==> src/rtl/quicksort_first_pivot_sorter_defines.svh <==
// assertion macros used by the sorter top level
`ifndef QUICKSORT_FIRST_PIVOT_SORTER_DEFINES_SVH
`define QUICKSORT_FIRST_PIVOT_SORTER_DEFINES_SVH

`ifndef ASSERT_OFF
// property must hold at every clock edge outside reset
`define QFPS_ASSERT(lbl, prop, msg) \
    lbl: assert property (@(posedge clk) disable iff (!rst_n) (prop)) else $error(msg);
// condition must never be seen at a clock edge outside reset
`define QFPS_NEVER(lbl, cond, msg) \
    lbl: assert property (@(posedge clk) disable iff (!rst_n) !(cond)) else $error(msg);
`else
`define QFPS_ASSERT(lbl, prop, msg)
`define QFPS_NEVER(lbl, cond, msg)
`endif

`endif

==> src/rtl/qfps_pkg.sv <==
// shared constants and types of the sorter
package qfps_pkg;

    localparam int MAX_ELEMENTS = 64;
    localparam int VALUE_WIDTH  = 32;
    localparam int CNT_W        = $clog2(MAX_ELEMENTS + 1);

    typedef logic signed [VALUE_WIDTH-1:0] value_t;
    typedef logic [CNT_W-1:0]              count_t;

    // what every cell does in a cycle
    typedef enum logic [1:0] {
        OP_HOLD  = 2'd0,
        OP_LOAD  = 2'd1,
        OP_SHIFT = 2'd2
    } cell_op_t;

    // broadcast from the controller to all cells
    typedef struct packed {
        cell_op_t op;
        value_t   ins;
    } cell_ctrl_t;

    // what a cell shows its neighbours
    typedef struct packed {
        logic   valid;
        logic   keep;
        value_t value;
    } cell_link_t;

    localparam cell_link_t LINK_HEAD = '{valid: 1'b0, keep: 1'b1, value: '0};
    localparam cell_link_t LINK_TAIL = '{valid: 1'b0, keep: 1'b0, value: '0};

endpackage

==> src/rtl/qfps_cell.sv <==
// one cell of the sorting chain: holds one value, inserts or shifts left
module qfps_cell
(
    input  logic                clk,
    input  logic                rst_n,
    input  qfps_pkg::cell_ctrl_t ctrl,
    input  qfps_pkg::cell_link_t prev_link,
    input  qfps_pkg::cell_link_t next_link,
    output qfps_pkg::cell_link_t link
);
    import qfps_pkg::*;

    logic   valid_reg;
    logic   valid_next;
    value_t value_reg;
    value_t value_next;
    logic   keep;

    // a held value not above the incoming one stays where it is
    assign keep = valid_reg && (value_reg <= ctrl.ins);

    always_comb
    begin
        valid_next = valid_reg;
        value_next = value_reg;
        unique case (ctrl.op)
            OP_LOAD:
            begin
                if (!keep)
                begin
                    if (prev_link.keep)
                    begin
                        valid_next = 1'b1;
                        value_next = ctrl.ins;
                    end
                    else
                    begin
                        valid_next = prev_link.valid;
                        value_next = prev_link.value;
                    end
                end
            end
            OP_SHIFT:
            begin
                valid_next = next_link.valid;
                value_next = next_link.value;
            end
            default:
            begin
                valid_next = valid_reg;
                value_next = value_reg;
            end
        endcase
    end

    always_ff @(posedge clk or negedge rst_n)
    begin
        if (!rst_n)
        begin
            valid_reg <= 1'b0;
        end
        else
        begin
            valid_reg <= valid_next;
        end
    end

    always_ff @(posedge clk)
    begin
        value_reg <= value_next;
    end

    assign link.valid = valid_reg;
    assign link.keep  = keep;
    assign link.value = value_reg;

endmodule

==> config.mk <==
export PLATFORM = sky130hd
export DESIGN_NAME = qfps_cell
export DESIGN_NICKNAME = d
export VERILOG_FILES = /design/src/rtl/quicksort_first_pivot_sorter_defines.svh /design/src/rtl/qfps_pkg.sv /design/src/rtl/qfps_cell.sv
export SDC_FILE = /design/constraint.sdc
export NUM_CORES = 1
export LEC_CHECK = 0
export BUFFER_PORTS_ARGS = -buffer_cell sky130_fd_sc_hd__buf_4
export CORE_UTILIZATION = 35
export DETAILED_ROUTE_END_ITERATION = 7
export HOLD_SLACK_MARGIN = 0.02
export PLACE_DENSITY = 0.65
export SKIP_LAST_GASP = 1
export SLEW_MARGIN = 15
export SYNTH_ARGS = -nofsm -noshare
export SYNTH_HDL_FRONTEND = slang
export SYNTH_SLANG_ARGS = --single-unit
==> constraint.sdc <==
create_clock -name clk -period 4.31 [get_ports clk]
set_input_delay 0.431 -clock clk [delete_from_list [all_inputs] [get_ports clk]]
set_output_delay 0.431 -clock clk [all_outputs]
set_load 0.05 [all_outputs]
## Word level (Yosys, flattened, before mapping)

Cells that the tools add are included.
W data, S select, Z words.

- Word-level logic and storage cells: 15
- Output and inout bits: 34
- Bits of input ports: 104
- Register bits: 33

- Equal/unequal tests: 3
- Reductions and logical operators: 3
- Magnitude comparators: 1
- Muxes and demuxes: 6

Operators by type and width:

| kind | count |
|---|---|
| $mux W32 | 2 |
| $pmux W32 S2 | 1 |
| $le A32 B32 Y1 | 1 |
| $eq A2 B1 Y1 const B | 1 |
| $eq A2 B2 Y1 const B | 1 |
| $mux W1 | 2 |
| $ne A2 B2 Y1 const B | 1 |
| $pmux W1 S2 | 1 |
| $reduce_and A2 Y1 | 1 |
| $reduce_bool A2 Y1 | 1 |
| $logic_and A1 B1 Y1 | 1 |

## Longest topological paths before layout

Gate-level depths: netlist of the first run.

- Word-level depth: 4
- Gate-level depth with buffers: 9
- Gate-level depth less buffers: 8

## Worst setup path before layout of the first run

Ideal clock, no wire load.

- Kind: reg2reg
- From: reg value_reg[23]
- To: reg value_reg[0] (enable)
- Arrival time: 3.332 ns
- Data required time: 3.878 ns
- Cell stages (with the launch flop): 8
- Path buffers: 0
- Path slack: 0.546 ns
- Setup time: 0.432 ns
- Period minus slack after synthesis: 3.764 ns
- Path through: edfxtp_1 > ha_1 > a21oi_1 > o21ai_1 > a221oi_2 > a2bb2oi_1 > o21ai_1 > a21oi_1

- Longest elaborated chain between the ends: 4

Ends and longest elaborated chain:

| item | line | RTL |
|---|---|---|
| start: declaration | qfps_cell.sv:15 | `value_t value_reg;` |
| start signal: assignment | qfps_cell.sv:70 | `value_reg <= value_next;` |
| $le A32 B32 Y1 | qfps_cell.sv:20 | `assign keep = valid_reg && (value_reg <= ctrl.ins);` |
| $logic_and A1 B1 Y1 | qfps_cell.sv:20 |  |
| $ne A2 B2 Y1 (no source line) | - |  |
| $reduce_and A2 Y1 (no source line) | - |  |

Every way passes these cells.
A chain may end at the register's enable or synchronous reset.

==> results.toml, run 1 <==
[job]
cap_violations = 0

[synthesis]
yosysTopAreaCell = "edfxtp_1"
synth_warnings = 0
yosys.cell_types.count = 34
synth_top_area_share_pct = 37.8
synth-seq-cells = 33
postSynth.asyncResetShare_pct = 3.03
synth_commonest_cells = "nand2_1 (37), o21ai_0 (35), inv_1 (33)"
syn_area_per_cell_um2 = 9.57
synth_ff_type = "edfxtp_1"
synth-edff-count = 32
syn_nets = 402
syn_inst = 266
syn_area_um2 = 2540
ys_top_cells_by_area = "edfxtp_1 (38%), ha_1 (16%), mux2i_1 (13%), o21ai_0 (6.9%), nand2_1 (5.5%)"
yosysMostFrequentCell = "nand2_1"
ys_seq_area_share_pct = 38.7

[route]
vias = 2356
wirelength_mm = 6.79
drt-initial-drc-count = 77
drc = 0
drtAntennaViolNets = 0
firstDrtPassIters = 4
vias_per_cell = 4.75
wire_per_inst_um = 13.7

[power_and_ir_drop]
power.leakage_nw = 1.83
p_per_area_nw_per_um2 = 307
peakVddDrop_uv = 159

[cells_and_area]
largest_reg_flops = 32
antenna_cells = 0
nets = 535
layoutNonFillerInstCount = 496
design_area_um2 = 3750
drive_gt1_share_pct = 37.3
num-fill-cells = 689
final_util_pct = 54.3
area_growth_pct = 47.3

[worst_setup_path]
rr_startpoint = "value_reg[31]$_DFFE_PP_"
cp-start-kind = "flop"
endpoint_kind = "output port"
r2r_cells = 7
path_cells = "ha_1 -> nor2b_1 -> o211ai_1 -> a2111oi_2 -> o41a_1 -> o21ai_1 -> and2_1 -> buf_4"
slowest_stage = "edfxtp_1"
arrival_ns = 2.52
slowest_delay_ns = 0.40
path_max_fanout = 3
worst-setup-path-type = "flop to output port"
critPathRequiredTime_ns = 3.88
timing.rr.end = "value_reg[5]$_DFFE_PP_"
r2r_setup_slack_ns = 1.44

[global_routing]
grt-ovfl-total = 0
grt_max_degree = 67
grt_antenna_before_repair = 0
grt_pass1_wl_mm = 10.6
first_global_vias = 2279
grtUsageTotal_pct = 17.9

[outcome]
status = "finished, final reports clean"

[sta]
maxSlewHeadroom_pct = 60.2
fin_skew_ns = 0.00313
hold_viol = 0
fin_setup_tns_ns = 0
clock.fmax_mhz = 339
final.setup.worst_slack_ns = 1.36
fin_crit_sh_pct = 68.4
grt_setup_unrepaired = "no"
slew_violations = 0
tightest_slew_ns = 0.597
min_period_ns = 2.95
finalSetupViolCount = 0

[floorplanning]
dieArea_um2 = 7620
dieWidth_um = 87.3
ios = 138
die_h_um = 87.3
start_util_pct = 36.8
rows = 30
core_um2 = 6910

[placement]
placed_cell_area_um2 = 3660
globalplace.congestion = 0.741
pre_cts_ws_ns = 1.23
dpl.hpwl_mm = 5.44
numPortBuffers = 136
dp_cells = 487

[clocking]
clock-sinks = 33
insertion_delay_ns = 0.28
cts_setup_buffers = 0
cts_tree = "done"
ctsRootBufferMaster = "clkbuf_8"
clock_path_buffers = 2
numCtsBuffers = 5
clk_pin_slew_ns = 0.07
h-tree-depth = 2

[worst_hold_path]
hp-class = "primary input to flop"
hp-start = "ctrl[33]"
hold_depth = 2
hold_end = "valid_reg$_DFFE_PN0P_"
==> logic make-up (layout without fill, tap and decap cells) <==
logic type	Yosys count	in the layout	share of synthesized area, %
multiplexers	32	32	12.6
buffers and inverters	46	180	7.23
AO/OA/AOI/OAI	64	64	14.8
XOR/XNOR	1	1	0.344
flip-flops	33	33	38.7
adder cells (fa/ha/maj)	32	32	15.7
AND/OR/NAND/NOR	58	58	10.5
==> final cells by class <==
class                      instances  area [um2]  share of cell area (%)
multi-input combinational        187        1390                    37.2
inverter                          33         124                    3.30
tap                               96         120                    3.20
timing repair buffer             139        1050                    27.9
clock buffer                       8        80.1                    2.14
sequential                        33         986                    26.3
==> through the flow <==
step	power, mW	hold WS [ns]
floorplan	0.746	0.135
global route	1.22	0.421
finish	1.15	0.422
detailed placement	0.937	0.210
global placement	0.927	0.209
CTS	1.16	0.420
==> worst max-delay path, delay by kind of cell, from the launching register on <==
family,cells,cell delay (ns)
adder cells (fa/ha/maj),1,0.30
buffers and inverters,1,0.19
flip-flops,1,0.40
AO/OA/AOI/OAI,4,1.01
AND/OR/NAND/NOR,2,0.32
==> worst max-delay path by stage <==
stage,start,endpoint,slack [ns],cells after the start
after floorplan,value_reg[23]$_DFFE_PP_,value_reg[0]$_DFFE_PP_,0.55,7
after global placement,ctrl[19],value_reg[0]$_DFFE_PP_,1.26,10
after detailed placement,ctrl[31],value_reg[4]$_DFFE_PP_,1.23,9
after CTS,value_reg[1]$_DFFE_PP_,link[32],1.32,8
after global routing,value_reg[1]$_DFFE_PP_,link[32],1.09,8
final,value_reg[1]$_DFFE_PP_,link[32],1.36,8
==> routing by layer <==
layer  up-vias  share of wire [%]  GRT usage (%)
li1       1220                  -              -
met1      1063                 43           22.1
met2        68                 51           32.2
met3         5                5.2           3.22
met4         0               0.94           4.47
met5         -                  0              0
==> cell usage in the layout (no fill, tap or decap), drive strengths merged, types with 3 or more instances in the layout <==
master,netlist,routed
ha,32,32
a21oi,14,14
edfxtp,32,32
mux2i,32,32
nand2,37,37
buf,5,138
clkbuf,8,8
inv,33,33
nor2b,3,3
nand4,8,8
nor2,3,3
o21ai,37,37
==> where the power goes <==
group	switching, mW	total (mW)	leakage (nW)	internal [mW]
Combinational	0.302	0.493	1.47	0.192
Clock	0.109	0.223	0.0395	0.115
Sequential	0.0236	0.434	0.324	0.410
==> what timing repair did <==
action / CTS / global route
setup endpoints to repair: 0 / 0
endpoints found under the hold margin: 1 / 0
gates resized for setup: 0 / 0
hold buffers: 1 / 0
No activity file was read; power rests on OpenSTA's default activity.
==> inputs of run 2 (changes only) <==
ABC_AREA = 1   (was default)
PLACE_DENSITY = 0.67   (was 0.65)
clock period = 2.55 ns   (was 4.31 ns; I/O delays follow)
==> run 2 against run 1 <==
Power up 62%; largest cell class unchanged; synthesized cell count increased by 27%; utilization decreased by 0.45 points.
==> results.toml, run 2 <==
[sta]
finalSetupViolCount = 0
clock.fmax_mhz = 410
final.setup.worst_slack_ns = 0.109
min_period_ns = 2.44
fin_crit_sh_pct = 95.7
fin_skew_ns = 0.0110
slew_violations = 0
hold_viol = 0
timing.hold.ws_ns = 0.265
maxSlewHeadroom_pct = 58.8
tightest_slew_ns = 0.618

[synthesis]
yosysTopAreaCell = "edfxtp_1"
synth_top_area_share_pct = 36.0
synth-edff-count = 32
synth_warnings = 0
syn_area_per_cell_um2 = 7.92
ys_seq_area_share_pct = 37.0
synth_ff_type = "edfxtp_1"
syn_area_um2 = 2670
synth_commonest_cells = "nand2_1 (97), inv_1 (40), nand3_1 (35)"
synth_fa_ha_area_share_pct = 15.0
syn_nets = 473
ys_top_cells_by_area = "edfxtp_1 (36%), ha_1 (15%), nand2_1 (14%), o211ai_1 (8.4%), nand3_1 (6.6%)"
yosys.cell_types.count = 27
synth_top_family_by_area = "simple AND/OR/NAND/NOR gates"
yosysMostFrequentCell = "nand2_1"
synth-seq-cells = 33
synth-simple-area-share_pct = 25.7
postSynth.asyncResetShare_pct = 3.03
synth_xor_area_share_pct = 0
syn_inst = 337
synth_compound_area_share_pct = 13.1
muxShareOfSynthArea_pct = 0

[route]
firstDrtPassIters = 4
vias = 2680
vias_per_cell = 4.72
drtAntennaViolNets = 0
wirelength_mm = 7.58
wire_per_inst_um = 13.4
drt-initial-drc-count = 103
drc = 0

[worst_setup_path]
worst-setup-path-type = "flop to output port"
critPathRequiredTime_ns = 2.30
slowest_stage = "edfxtp_1"
arrival_ns = 2.19
path_cells = "ha_4 -> nand2_1 -> nor2_4 -> nand4_1 -> nor3b_2 -> nand2_1 -> nand2_1 -> nand2_1 -> nand3_2 -> nand2_2 -> inv_2 -> buf_6"
cp-start-kind = "flop"
endpoint_kind = "output port"
crit_path_frequent_cell = "nand2_1"
slowest_delay_ns = 0.44
path_max_fanout = 2

[placement]
globalplace.congestion = 0.830
dpl.hpwl_mm = 5.67
pre_cts_ws_ns = 0.188
numPortBuffers = 136

[global_routing]
grt_antenna_before_repair = 0
met3_usage_pct = 2.77
first_global_vias = 2406
grt_max_degree = 64
grt-ovfl-total = 0
grt_use_met1_pct = 22.0
grtUsageTotal_pct = 18.6
use_met2_pct = 34.2
grt_pass1_wl_mm = 11.1
top_usage_layer = "met2"

[cells_and_area]
area_growth_pct = 47.2
nets = 604
drive_gt1_share_pct = 35.8
antenna_cells = 0
largest_reg_flops = 32
final_util_pct = 53.8
final_common_cell = "buf_4"
layout_common_cells = "buf_4 (140), nand2_1 (96), inv_1 (39)"

[clocking]
numCtsBuffers = 5
clk_pin_slew_ns = 0.08
clock-sinks = 33
ctsRootBufferMaster = "clkbuf_8"
cts_tree = "done"
clock_path_buffers = 2
insertion_delay_ns = 0.29
h-tree-depth = 2

[worst_hold_path]
hp-class = "primary input to flop"

[job]
cap_violations = 0

[power_and_ir_drop]
p_per_area_nw_per_um2 = 473
power.leakage_nw = 1.99
totalPowerFinal_mw = 1.86
peakVddDrop_uv = 291

[floorplanning]
core_um2 = 7290
die_h_um = 89.3
dieArea_um2 = 7970
rows = 31
start_util_pct = 36.6
dieWidth_um = 89.3
ios = 138

[outcome]
status = "finished, final reports clean"
[run 2: changes by cell type in the layout (fill, tap and decap cells not counted), moves of 6 or more]
| cell | before | now |
|---|---|---|
| inv_1 | 33 | 39 |
| mux2i_1 | 32 | 0 |
| nand2_1 | 37 | 96 |
| nand2_2 | 0 | 6 |
| nand3_1 | 1 | 35 |
| nor2_1 | 3 | 10 |
| o211ai_1 | 2 | 30 |
| o21ai_0 | 35 | 3 |
[run 2: logic make-up (layout without fill, tap and decap cells)]
family	Yosys count	after routing
DFF	33	33
and+or+nand+nor	156	156
AOI/OAI and AO/OA	53	53
adders and majority gates	32	32
buffers and inverters	63	195
[run 2: power by group]
group	switching (mW)	internal, mW
Clock	0.198	0.189
Combinational	0.460	0.309
Sequential	0.0330	0.670
Total	0.690	1.17
[run 2: per-stage QoR]
stage / std cells / instance area [um2] / TNS, ns
floorplan: 337 / 2670 / 0
finish: 568 / 3930 / 0
detailed placement: 556 / 3770 / 0
global route: 568 / 3930 / -0.0192
CTS: 565 / 3860 / 0
global placement: 556 / 3770 / 0
[run 2: repair_timing]
item | CTS | global route
hold endpoints to repair | 1 | 0
setup buffers | 0 | 3
resized for setup | 0 | 7
setup endpoints to repair | 0 | 14
hold buffers | 1 | 0
[run 2: critical path: cells and delay by family, from the launching register on]
kind	cells	cell delay, ns
AND/OR/NAND/NOR	9	0.96
adder cells (fa/ha/maj)	1	0.29
flip-flops	1	0.44
buffers and inverters	2	0.20
[run 2: final cells by class]
| type | count | area (um2) |
|---|---|---|
| Multi-Input combinational cell | 241 | 1480 |
| Clock buffer | 6 | 72.6 |
| Tap cell | 99 | 124 |
| Clock inverter | 2 | 10.0 |
| Timing Repair Buffer | 143 | 1090 |
| Fill cell | 721 | 3370 |
| Sequential cell | 33 | 986 |
| Inverter | 44 | 165 |
[run 2: worst paths after layout]
kind | startpoint | endpoint | slack, ns | cells after the start
setup / recovery | value_reg[21]$_DFFE_PP_ | link[32] | 0.11 | 12
hold / removal | prev_link[22] | value_reg[22]$_DFFE_PP_ | 0.27 | 3
setup reg to reg | value_reg[21]$_DFFE_PP_ | value_reg[6]$_DFFE_PP_ | 0.15 | 12
hold reg to reg | valid_reg$_DFFE_PN0P_ | valid_reg$_DFFE_PN0P_ | 0.59 | 2
max in group asynchronous | rst_n | valid_reg$_DFFE_PN0P_ | 2.18 | 2
min in group asynchronous | rst_n | valid_reg$_DFFE_PN0P_ | 0.29 | 2
[run 2: layer usage]
metal  vias up  part of all wire [%]
met2        78                    51
met3         9                   4.7
met5         -                     0
li1       1405                     -
met4         0                   1.6
met1      1188                    43
==> inputs of run 3 (changes only) <==
ABC_AREA = default   (was 1)
PLACE_DENSITY = 0.64   (was 0.67)
==> run 3 against run 2 <==
The run now ends with setup timing left; cell count shrank 11%; combinational power grew 19%; global-route usage shrank 0.24 points; sequential power grew 4.7%; worst setup slack lost 0.17 ns; fmax shrank 6.5%; non-clock buffer count grew 8; hold slack lost 0.022 ns; clock skew shrank 0.0075 ns; register-to-register slack lost 0.20 ns; clock power shrank 1%; sequential cell count is the same; critical endpoint unchanged; largest power group unchanged; highest routed layer unchanged.
==> results.toml, run 3 (same netlist as run 1, synthesis figures left out) <==
[sta]
grt_setup_unrepaired = "yes"
min_period_ns = 2.61
tightest_slew_ns = 0.590
hold_viol = 0
slew_violations = 0
fin_setup_tns_ns = -1.44
clock.fmax_mhz = 383
finalSetupViolCount = 33
fin_crit_sh_pct = 102
final.setup.worst_slack_ns = -0.0600
maxSlewHeadroom_pct = 60.7
fin_skew_ns = 0.00353

[placement]
pre_cts_ws_ns = 0.156
dpl.hpwl_mm = 5.38
globalplace.congestion = 0.747
numPortBuffers = 136

[worst_setup_path]
timing.rr.end = "value_reg[21]$_DFFE_PP_"
path_cells = "ha_1 -> nand4_1 -> nor2_2 -> a221oi_2 -> buf_4 -> a2bb2oi_2 -> o21ai_4 -> and2_4 -> buf_8"
slowest_stage = "edfxtp_1"
crit_path_start = "value_reg[29]$_DFFE_PP_"
slowest_delay_ns = 0.40
r2r_cells = 10
crit_cells = 9
worst-path-buf-inv = 2
cp-start-kind = "flop"
rr_startpoint = "value_reg[29]$_DFFE_PP_"
worst-setup-path-type = "flop to output port"
r2r_setup_slack_ns = -0.05
critPathRequiredTime_ns = 2.30
endpoint_kind = "output port"
crit_family = "compound AO/OA/AOI/OAI gates"
cp-endpoint = "link[32]"
path_max_fanout = 4
arrival_ns = 2.35

[clocking]
cts_tree = "done"
clk_pin_slew_ns = 0.06
insertion_delay_ns = 0.28
h-tree-depth = 2
clock-sinks = 33
clock_path_buffers = 2
ctsRootBufferMaster = "clkbuf_8"
numCtsBuffers = 5

[route]
drt-initial-drc-count = 62
wirelength_mm = 6.96
drtAntennaViolNets = 0
wire_per_inst_um = 13.7
vias_per_cell = 4.73
vias = 2405
firstDrtPassIters = 4
drc = 0

[power_and_ir_drop]
power_frac_comb_pct = 45.0
netSwitchingPower_mw = 0.761
seq_power_share_pct = 36.2
swShare_pct = 37.4
peakVddDrop_uv = 282
p_per_area_nw_per_um2 = 512
power.internal_mw = 1.27
totalPowerFinal_mw = 2.03
power.leakage_nw = 1.91
clkPwrFrac_pct = 18.8

[floorplanning]
dieArea_um2 = 7620
core_um2 = 6910
die_h_um = 87.3
start_util_pct = 36.8
rows = 30
ios = 138
dieWidth_um = 87.3

[cells_and_area]
area_growth_pct = 56.0
final_util_pct = 57.5
final_common_cell = "buf_4"
antenna_cells = 0
nets = 547
layout_common_cells = "buf_4 (147), nand2_1 (37), inv_1 (33), o21ai_0 (33)"
drive_gt1_share_pct = 41.5
largest_reg_flops = 32
num-fill-cells = 666

[worst_hold_path]
hp-class = "primary input to flop"
hold_depth = 3

[outcome]
violations = "setup timing"
status = "finished with violations"

[global_routing]
grt_pass1_wl_mm = 10.8
grt-ovfl-total = 0
grt_antenna_before_repair = 0
grtUsageTotal_pct = 18.3
first_global_vias = 2378
grt_max_degree = 36

[job]
cap_violations = 0
[run 3: cell count changes in the layout (fill, tap and decap cells not counted), sizes merged, moves of 8 or more]
| cell | delta |
|---|---|
| nand3 | -35 |
| buf | +8 |
| nand2 | -67 |
| o211ai | -28 |
| inv | -10 |
| nor2 | -9 |
| o21ai | +33 |
| mux2i | +32 |
[run 3: worst min path at each step]
stage | start | endpoint
floorplan | rst_n | valid_reg$_DFFE_PN0P_
global placement | rst_n | valid_reg$_DFFE_PN0P_
detailed placement | rst_n | valid_reg$_DFFE_PN0P_
CTS | ctrl[33] | valid_reg$_DFFE_PN0P_
global route | ctrl[33] | valid_reg$_DFFE_PN0P_
finish | next_link[26] | value_reg[26]$_DFFE_PP_
[run 3: layout make-up]
type	instances	area [um2]	share of cell area [%]
multi-input cells	187	1490	37.6
inverters	33	124	3.12
well taps	96	120	3.02
repair buffers	151	1170	29.4
clock buffers	8	80.1	2.02
flip-flops and latches	33	986	24.8
[run 3: per-stage QoR]
stage / cell area (um2) / hold slack [ns] / cells
6_report: 3970 / 0.243 / 508
5_1_grt: 3970 / 0.245 / 508
4_1_cts: 3900 / 0.238 / 503
3_5_place_dp: 3730 / 0.0331 / 489
3_3_place_gp: 3730 / 0.0331 / 489
2_1_floorplan: 2580 / -0.0406 / 266
[run 3: what timing repair did]
item | CTS | global route
endpoints found under the hold margin | 1 | 0
pin swaps | 7 | 1
hold buffers | 1 | 0
setup endpoints to repair | 1 | 33
buffers inserted | 5 | 5
gates resized for setup | 7 | 6
[run 3: power by group through the flow]
| stage | Sequential [mW] | Clock, mW | Combinational (mW) |
|---|---|---|---|
| CTS | 0.736 | 0.393 | 0.897 |
| detailed placement | 0.745 | 0 | 0.862 |
| finish | 0.736 | 0.382 | 0.914 |
| global placement | 0.742 | 0 | 0.853 |
| floorplan | 0.973 | 0 | 0.300 |
| global route | 0.745 | 0.410 | 0.992 |
[run 3: tightest hold or removal path, delay by kind of cell]
kind	cells	cell delay [ns]
buffers and inverters	1	0.07
AO/OA/AOI/OAI	1	0.05
AND/OR/NAND/NOR	1	0.03
[run 3: metal layers]
| metal | vias to the layer above | track usage (%) | wire length, um |
|---|---|---|---|
| li1 | 1242 | - | - |
| met1 | 1087 | 21.6 | 2920 |
| met2 | 70 | 33.9 | 3620 |
| met3 | 6 | 3.51 | 344 |
| met4 | 0 | 4.77 | 74 |
| met5 | - | 0 | 0 |
